**src/rtl/fba_pkg.sv**
```systemverilog
// ----------------------------------------------------------------------------
// fba_pkg: shared definitions for the frame bitmap allocator
// Field widths, request and status codes, register indexes and the
// command / status bundles between controller and datapath.
// ----------------------------------------------------------------------------
package fba_pkg;

    // default for the top-level frame capacity parameter
    localparam int MAX_FRAMES_DEF = 32768;

    // frame geometry
    localparam int PAGE_SHIFT = 12;
    localparam int FRAME_W    = 16;
    localparam int WORD_BITS  = 32;
    localparam int WORD_SHIFT = 5;
    localparam int BIT_W      = 5;

    // payload widths
    localparam int ACTION_W    = 2;
    localparam int ADDR_W      = 32;
    localparam int END_W       = 33;
    localparam int STATUS_W    = 2;
    localparam int IN_DATA_W   = 72;
    localparam int OUT_DATA_W  = 32;
    localparam int CFG_INDEX_W = 8;
    localparam int CFG_DATA_W  = 16;

    // register reset values
    localparam logic [FRAME_W-1:0] FRAME_COUNT_RST   = 16'd4096;
    localparam logic [FRAME_W-1:0] FIRST_MANAGED_RST = 16'd256;

    // register indexes
    localparam logic [CFG_INDEX_W-1:0] CFG_FRAME_COUNT   = 8'd0;
    localparam logic [CFG_INDEX_W-1:0] CFG_FIRST_MANAGED = 8'd1;

    // request kinds
    localparam logic [ACTION_W-1:0] ACT_ALLOC      = 2'd0;
    localparam logic [ACTION_W-1:0] ACT_FREE       = 2'd1;
    localparam logic [ACTION_W-1:0] ACT_MARK_USED  = 2'd2;
    localparam logic [ACTION_W-1:0] ACT_MARK_FREE  = 2'd3;

    // result status codes
    localparam logic [STATUS_W-1:0] ST_DONE    = 2'd0;
    localparam logic [STATUS_W-1:0] ST_NO_FREE = 2'd1;
    localparam logic [STATUS_W-1:0] ST_IGNORED = 2'd2;

    // controller to datapath
    typedef struct packed {
        logic clr_wr;    // write one all-used word of the reset sweep
        logic load;      // capture the incoming request
        logic decode;    // compute frame bounds and immediate status
        logic rd;        // read the bitmap word at the pointer
        logic chk;       // evaluate the word just read, write it back unless an allocate found no free frame
        logic inc;       // advance to the next bitmap word
        logic out_load;  // move the result into the output register
    } cmd_t;

    // datapath to controller
    typedef struct packed {
        logic sweep_last;  // reset sweep is at the final word
        logic skip;        // request answers without touching the bitmap
        logic last_word;   // pointer is at the final word of the span
        logic alloc_hit;   // word just read holds a free frame in span
        logic is_alloc;    // current request is an allocate
        logic out_free;    // output register can take a result
    } stat_t;

endpackage

```
**src/rtl/fba_ctrl.sv**
```systemverilog
// ----------------------------------------------------------------------------
// fba_ctrl: allocator sequencer
// Runs the reset sweep, then steps each request through decode, a
// read / check loop over bitmap words, and the result handoff.
// ----------------------------------------------------------------------------
module fba_ctrl (
    input  logic           clk,
    input  logic           rst_n,
    input  logic           in_valid,
    output logic           in_ready,
    output fba_pkg::cmd_t  cmd,
    input  fba_pkg::stat_t stat
);
    import fba_pkg::*;

    typedef enum logic [5:0] {
        S_CLEAR  = 6'b000001,
        S_IDLE   = 6'b000010,
        S_DECODE = 6'b000100,
        S_READ   = 6'b001000,
        S_CHECK  = 6'b010000,
        S_RESP   = 6'b100000
    } state_t;

    state_t state_reg;
    state_t state_next;
    logic   in_accept;

    assign in_ready  = (state_reg == S_IDLE);
    assign in_accept = in_valid && in_ready;

    // next state and commands
    always_comb
    begin
        state_next = state_reg;
        cmd        = '0;
        case (state_reg)
            S_CLEAR:
            begin
                cmd.clr_wr = 1'b1;
                if (stat.sweep_last)
                begin
                    state_next = S_IDLE;
                end
            end
            S_IDLE:
            begin
                if (in_accept)
                begin
                    cmd.load   = 1'b1;
                    state_next = S_DECODE;
                end
            end
            S_DECODE:
            begin
                cmd.decode = 1'b1;
                state_next = stat.skip ? S_RESP : S_READ;
            end
            S_READ:
            begin
                cmd.rd     = 1'b1;
                state_next = S_CHECK;
            end
            S_CHECK:
            begin
                cmd.chk = 1'b1;
                if ((stat.is_alloc && stat.alloc_hit) || stat.last_word)
                begin
                    state_next = S_RESP;
                end
                else
                begin
                    cmd.inc    = 1'b1;
                    state_next = S_READ;
                end
            end
            S_RESP:
            begin
                if (stat.out_free)
                begin
                    cmd.out_load = 1'b1;
                    state_next   = S_IDLE;
                end
            end
            default:
            begin
                state_next = S_IDLE;
            end
        endcase
    end

    // state register
    always_ff @(posedge clk or negedge rst_n)
    begin
        if (!rst_n)
        begin
            state_reg <= S_CLEAR;
        end
        else
        begin
            state_reg <= state_next;
        end
    end

`ifndef ASSERT_OFF
    a_accept_then_decode: assert property (@(posedge clk) disable iff (!rst_n)
        in_accept |=> (state_reg == S_DECODE))
        else $error("accepted request did not enter decode");

    a_check_after_read: assert property (@(posedge clk) disable iff (!rst_n)
        (state_reg == S_CHECK) |-> ($past(state_reg) == S_READ))
        else $error("word check without a preceding read");

    a_result_only_after_work: assert property (@(posedge clk) disable iff (!rst_n)
        cmd.out_load |-> ($past(state_reg) == S_RESP || $past(state_reg) == S_DECODE
                          || $past(state_reg) == S_CHECK))
        else $error("result handed off without a request in flight");
`endif

endmodule

```
**config.mk**
```make
export PLATFORM = sky130hd
export DESIGN_NAME = fba_ctrl
export DESIGN_NICKNAME = d
export VERILOG_FILES = /design/src/rtl/fba_pkg.sv /design/src/rtl/fba_ctrl.sv
export SDC_FILE = /design/constraint.sdc
export NUM_CORES = 1
export LEC_CHECK = 0
export BUFFER_PORTS_ARGS = -buffer_cell sky130_fd_sc_hd__buf_2
export CAP_MARGIN = 20
export CORE_AREA = 4 4 41 43
export DETAILED_ROUTE_END_ITERATION = 8
export DIE_AREA = 0 0 45 47
export PLACE_DENSITY_LB_ADDON = 0.08
export SYNTH_ARGS = -nofsm -noshare
export SYNTH_HDL_FRONTEND = slang
export SYNTH_SLANG_ARGS = --single-unit
```
**constraint.sdc**
```tcl
create_clock -name clk -period 2.6 [get_ports clk]
set_input_delay 0.78 -clock clk [delete_from_list [all_inputs] [get_ports clk]]
set_output_delay 0.78 -clock clk [all_outputs]
set_load 0.1 [all_outputs]
```
## Word-level counts from Yosys, hierarchy flattened

Index checks and enable logic that the tools add are counted.

| cells by class | value |
|---|---|
| equal/unequal tests | 9 |
| reduce and logical (&&, ||, !) cells | 4 |
| muxes and demuxes | 15 |

Operators with widths:

| operator | count |
|---|---|
| $pmux W6 S6 | 1 |
| $mux W6 | 5 |
| $mux W1 | 8 |
| $eq A6 B1 Y1 const B | 1 |
| $eq A6 B2 Y1 const B | 1 |
| $eq A6 B3 Y1 const B | 1 |
| $eq A6 B4 Y1 const B | 1 |
| $eq A6 B5 Y1 const B | 1 |
| $eq A6 B6 Y1 const B | 1 |
| $ne A2 B2 Y1 const B | 2 |
| $reduce_and A3 Y1 | 1 |
| $logic_and A1 B1 Y1 | 2 |
| $mux W2 | 1 |
| $ne A2 B1 Y1 const B | 1 |
| $logic_or A1 B1 Y1 | 1 |

| word-level totals | value |
|---|---|
| flip-flop bits (word level) | 6 |
| bits of input ports | 9 |

## Logic depth before layout (Yosys ltp)

Gate-level depths: netlist of run 1.

| depth | value |
|---|---|
| word-level depth | 4 |
| depth in mapped cells | 4 |
| mapped depth without buffers | 4 |

## Worst setup path before layout of run 1

Ideal clock, no wire load.

| path | value |
|---|---|
| path type | reg-to-output |
| from | reg state_reg[4] |
| to | out cmd[6] (netlist bit) |
| required time | 1820 ps |
| path slack | -1366 ps |
| arrival time | 3186 ps |
| path buffers | 0 |
| stages on the path, launching flop included | 3 |
| cells stage by stage | dfrtp_1 -> or4_4 -> nor3b_1 |

RTL lines:

| item | line | text |
|---|---|---|
| from (decl) | fba_ctrl.sv:25 | `state_t state_reg;` |
| from (signal assigned) | fba_ctrl.sv:101 | `state_reg <= state_next;` |
| to (decl) | fba_ctrl.sv:11 | `output fba_pkg::cmd_t cmd,` |

==> results.json, run 1 <==
{
  "timing.final.ws_setup_ps": -152,
  "r2r_start": "state_reg[5]",
  "cts_sinks": 6,
  "critical-path-max-stage-delay_ps": 540,
  "skew_ps": 12.9,
  "grt_overflow_total": 0,
  "cts_tree": "done",
  "status": "finished with violations",
  "r2r_end": "state_reg[1]",
  "path_buf_inv": 2,
  "peakVddDrop_mv": 0.601,
  "synth.net_count": 48,
  "fmax_ghz": 0.363,
  "dp_cells": 74,
  "grtUsageTotal_pct": 10.2,
  "syn_to_final_growth_pct": 85.4,
  "ys_ff_latch": 6,
  "core_area_um2": 1300,
  "criticalPathCategory": "flop to primary output",
  "cts_buffer_depth": 2,
  "crit_path_end_kind": "primary output",
  "gp_congestion": 0.671,
  "p_total_w": 0.000792,
  "fin_crit_sh_pct": 106,
  "worst_pin_slew_ps": 485,
  "syn_area_per_cell_um2": 9.43,
  "synth_seq_area_share_pct": 41.2,
  "setup_viol": 3,
  "grt_pass1_wl_um": 1500,
  "detailedRoute.firstIterationViolations": 1,
  "die_w_um": 45,
  "layout.nets": 78,
  "antenna_found_initial": 0,
  "synthCells": 39,
  "synth-warning-count": 0,
  "viasPerCell": 4.77,
  "fillCellCount": 124,
  "hold_viol": 0,
  "drcViolationCount": 0,
  "required_ps": 1820,
  "hold_class": "input pin to asynchronous set/reset pin",
  "crit_family": "simple AND/OR/NAND/NOR gates",
  "hold_buffers": 0,
  "cp.arrival_ps": 1970,
  "ant_nets": 0,
  "row_count": 13,
  "multi_input_area_um2": 226,
  "dieArea_um2": 2120,
  "min_period_ps": 2750,
  "htree_levels": 1,
  "maxCapViolCount": 0,
  "seq_area_um2": 151,
  "io_buffers": 16,
  "worstRegToRegCells": 5,
  "post_drt_wl_per_cell_um": 11.7,
  "holdWs_ps": 339,
  "place_area_um2": 603,
  "worstSetupStartpointType": "flop",
  "synth_area_um2": 368,
  "drt_first_pass_iters": 4,
  "cpMaxStageDelayCell": "or4_4",
  "ios": 17,
  "violations": "setup timing",
  "max_slew_margin_pct": 67.9,
  "yosysUniqueCellTypes": 25,
  "die_y_um": 47,
  "path_max_fanout": 3,
  "drive_above_1_share_pct": 54.4,
  "rrSetupSlack_ps": 530,
  "largest_reg_flops": 6,
  "clk_latency_ps": 250,
  "clockRootBuffer": "clkbuf_4",
  "grt_pass1_vias": 371,
  "rsz0062_at_grt": "true",
  "p_per_area_nw_per_um2": 1160,
  "place_ws_ps": 66.1,
  "vias": 396,
  "drv_slew": 0,
  "clkTransAtPathRegs_ps": 60,
  "final_cells": 83,
  "critical_path.cell_chain": "or4_4 > or3b_4 > clkinvlp_4 > and2_4 > buf_12",
  "power.leakage_nw": 0.348,
  "start_util_pct": 28.3,
  "dp_hpwl_um": 735,
  "finalInstanceArea_um2": 682,
  "drt_wl_total_um": 967,
  "cts_buffers": 3,
  "grt_max_degree": 8,
  "diodes": 0
}
[worst max-delay path by stage]
stage / from / to / depth (start not counted)
5_1_grt: state_reg[5] / cmd[5] / 5
3_3_place_gp: state_reg[5] / cmd[5] / 5
6_report: state_reg[5] / cmd[5] / 5
3_5_place_dp: state_reg[5] / cmd[5] / 5
2_1_floorplan: state_reg[4] / cmd[6] / 2
4_1_cts: state_reg[2] / cmd[5] / 5
[cells by family (layout without fill, tap and decap cells)]
group,count (synthesis),after routing,share of synthesized area [%]
compound gates,5,5,9.87
xor+xnor,1,1,2.38
buf+inv,4,33,4.08
flops,6,6,41.2
simple gates,23,23,42.5
[routing by layer]
| metal | track usage [%] | vias to the layer above | share of wire (%) |
|---|---|---|---|
| met5 | 0 | - | 0 |
| met4 | 7.02 | 0 | 1.8 |
| met3 | 3.83 | 2 | 7.8 |
| met2 | 16.1 | 14 | 46 |
| met1 | 11.3 | 177 | 44 |
| li1 | - | 203 | - |
[synth_stat cells]
master    count  area share (%)
nand4b_1      1             2.4
o21ai_0       1             1.4
nor4_1        1             1.7
dfstp_2       1             7.1
or4b_4        1             3.7
inv_1         4             4.1
o211ai_1      1             2.0
nor3_1        2             2.7
nor2b_1       1             1.7
and4_1        1             2.4
nor4b_1       1             2.4
xor2_1        1             2.4
dfrtp_1       5              34
nor3b_1       1             2.0
or3b_2        1             2.4
nand4_1       1             1.7
nand3_1       3             4.1
a21o_1        1             2.0
nor2_1        3             3.1
o22ai_1       1             1.7
a41o_1        1             2.7
and3b_1       2             4.8
and2_1        2             3.4
nand2_1       1             1.0
or4_4         1             3.1
[metrics by stage]
step,utilization [%],setup TNS [ps]
2_1_floorplan,-,-682
3_3_place_gp,46.3,0
3_5_place_dp,46.3,0
4_1_cts,49.5,-280
5_1_grt,52.4,-603
6_report,52.4,-312
[layout by cell type (no fill, tap or decap)]
master	synthesis	routed
a21o_1	1	1
a41o_1	1	1
and2_1	2	1
and2_4	0	1
and3b_1	2	2
and4_1	1	1
buf_12	0	6
buf_2	0	9
buf_4	0	9
clkbuf_1	0	1
clkbuf_4	0	4
clkinvlp_4	0	1
dfrtp_1	5	5
dfstp_2	1	1
inv_1	4	3
nand2_1	1	1
nand3_1	3	3
nand4_1	1	1
nand4b_1	1	1
nor2_1	3	2
nor2_2	0	1
nor2b_1	1	1
nor3_1	2	2
nor3b_4	0	1
nor4_2	0	1
nor4b_1	1	1
o211ai_1	1	1
o21ai_0	1	1
o22ai_1	1	1
or3b_4	0	1
or4_4	1	1
or4b_4	1	1
xor2_1	1	1
[timing repair]
action                                  in CTS  in global routing
cloned                                       0                  0
pin swaps                                    2                  3
endpoints found under the setup margin       2                  6
gates resized for setup                      0                  3
setup buffers                                2                  3
[report_power, final]
| part | total [W] | switching [W] | internal (W) |
|---|---|---|---|
| Sequential | 0.000139 | 0.0000254 | 0.000114 |
| Clock | 0.0000949 | 0.0000366 | 0.0000583 |
| Combinational | 0.000558 | 0.000314 | 0.000245 |
[area by class of cell]
class	instances	share of cell area, %
inverters	4	2.75
flip-flops and latches	6	22.2
well taps	15	2.75
repair buffers	25	35.2
clock buffers	4	3.85
multi-input cells	29	33.2
Note: power is estimated with default switching activity, not from simulation.
==> run 2, diff against run 1 <==
--- a/config.mk
+++ b/config.mk
@@ -5,7 +5,7 @@
 export SDC_FILE = /design/constraint.sdc
 export NUM_CORES = 1
 export LEC_CHECK = 0
-export BUFFER_PORTS_ARGS = -buffer_cell sky130_fd_sc_hd__buf_2
+export BUFFER_PORTS_ARGS = -buffer_cell sky130_fd_sc_hd__buf_4
 export CAP_MARGIN = 20
 export CORE_AREA = 4 4 41 43
 export DETAILED_ROUTE_END_ITERATION = 8
==> run 2 against run 1 <==
The flow still finishes with violations (setup timing). Wire length decreased by 2.1%. Clock-buffer cell count unchanged. Sequential power barely moved. Clock power decreased by 4.7%. Worst setup slack improved by 36 ps. Critical endpoint unchanged.
==> results.json, run 2 (synthesis gave the netlist of run 1 again) <==
{
  "drcViolationCount": 0,
  "final_cell_mix": "buf_4, dfrtp_1",
  "dp_cells": 75,
  "gp_congestion": 0.762,
  "intPower_w": 0.000389,
  "start_util_pct": 28.3,
  "critical_path.cell_chain": "or4_4 > or3b_4 > clkinvlp_4 > and2_4 > buf_12",
  "diodes": 0,
  "path_max_fanout": 2,
  "hold_buffers": 0,
  "crit_family": "simple AND/OR/NAND/NOR gates",
  "cts_tree": "done",
  "power.leakage_nw": 0.332,
  "worst_pin_slew_ps": 369,
  "critical-path-max-stage-delay_ps": 540,
  "cp.arrival_ps": 1940,
  "vias": 404,
  "io_buffers": 16,
  "grt_overflow_total": 0,
  "ant_nets": 0,
  "layout.nets": 75,
  "post_drt_wl_per_cell_um": 11.8,
  "drive_above_1_share_pct": 53.8,
  "finalInstanceArea_um2": 649,
  "grt_pass1_vias": 365,
  "setup_viol": 2,
  "fmax_ghz": 0.368,
  "ios": 17,
  "drt_wl_total_um": 947,
  "place_area_um2": 561,
  "cpMaxStageDelayCell": "or4_4",
  "pwr-share-seq_pct": 18.6,
  "die_y_um": 47,
  "peakVddDrop_mv": 0.571,
  "viasPerCell": 5.05,
  "htree_levels": 1,
  "clkTransAtPathRegs_ps": 50,
  "grt_pass1_wl_um": 1610,
  "required_ps": 1820,
  "worstSetupStartpointType": "flop",
  "fin_crit_sh_pct": 104,
  "p_switching_w": 0.000363,
  "final_common_cell": "buf_4",
  "maxCapViolCount": 0,
  "max_slew_margin_pct": 75.2,
  "violations": "setup timing",
  "grtUsageTotal_pct": 10.7,
  "min_period_ps": 2720,
  "die_w_um": 45,
  "drt_first_pass_iters": 4,
  "dp_hpwl_um": 778,
  "rsz0062_at_grt": "true",
  "cts_sinks": 6,
  "drv_slew": 0,
  "largest_reg_flops": 6,
  "final_cells": 80,
  "crit_path_end_kind": "primary output",
  "p_per_area_nw_per_um2": 1160,
  "path_buf_inv": 2,
  "row_count": 13,
  "clk_latency_ps": 240,
  "switching_share_pct": 48.3,
  "grt_max_degree": 8,
  "cts_buffers": 3,
  "status": "finished with violations",
  "comb_power_share_pct": 69.4,
  "antenna_found_initial": 0,
  "dieArea_um2": 2120,
  "syn_to_final_growth_pct": 76.5,
  "clockRootBuffer": "clkbuf_4",
  "cts_buffer_depth": 2,
  "detailedRoute.firstIterationViolations": 3,
  "hold_class": "input pin to asynchronous set/reset pin",
  "skew_ps": 4.15,
  "final_util_pct": 49.9,
  "timing.final.ws_setup_ps": -117,
  "place_ws_ps": 28.2,
  "criticalPathCategory": "flop to primary output",
  "core_area_um2": 1300,
  "tns_ps": -206,
  "hold_viol": 0,
  "clock_power_share_pct": 12.0
}
## run 2: worst register-to-register path: stages, from the launching register on
cell     delay [ps]
dfrtp_1         380
or4_4           540
buf_4           160
or4b_4          480
a41o_1          250
## run 2: what timing repair did
item | in CTS | in global routing
buffers inserted | 1 | 0
pin swaps | 0 | 1
cloned | 0 | 0
gates resized for setup | 6 | 6
setup endpoints to repair | 2 | 6
## run 2: metrics by stage
stage                     hold WS, ps  power, W
after floorplan                   484  0.000467
after global routing              309  0.000805
after detailed placement          588  0.000575
after global placement            586  0.000569
final                             331  0.000752
after CTS                         325  0.000739
## run 2: layer usage
| metal | GRT usage [%] | share of wire (%) | vias to the layer above |
|---|---|---|---|
| met5 | 0 | 0 | - |
| met1 | 12.3 | 41 | 192 |
| li1 | - | - | 198 |
| met4 | 3.51 | 0 | 0 |
| met2 | 17.2 | 50 | 14 |
| met3 | 5.75 | 8.7 | 0 |
## run 2: layout make-up
type,instances,area (um2)
well taps,15,18.8
fillers,141,652
clock buffers,4,26.3
inverters,4,18.8
multi-input cells,29,231
repair buffers,22,203
flip-flops and latches,6,151
## run 2: final timing paths
path / end / from / slack (ps) / cells after the start
max in group asynchronous: state_reg[0] / rst_n / 2070 / 1
hold / removal: state_reg[4] / rst_n / 330 / 1
setup reg to reg: state_reg[1] / state_reg[5] / 680 / 4
hold reg to reg: state_reg[0] / state_reg[0] / 650 / 2
min in group clk: state_reg[0] / state_reg[0] / 650 / 2
setup / recovery: cmd[5] / state_reg[5] / -120 / 5
## run 2: power groups by stage
| stage | clock network [W] | logic [W] | registers (W) |
|---|---|---|---|
| final | 0.0000904 | 0.000522 | 0.000140 |
| after floorplan | 0 | 0.000325 | 0.000142 |
| after global routing | 0.000108 | 0.000554 | 0.000143 |
| after detailed placement | 0 | 0.000440 | 0.000135 |
| after CTS | 0.0000942 | 0.000511 | 0.000134 |
| after global placement | 0 | 0.000434 | 0.000135 |
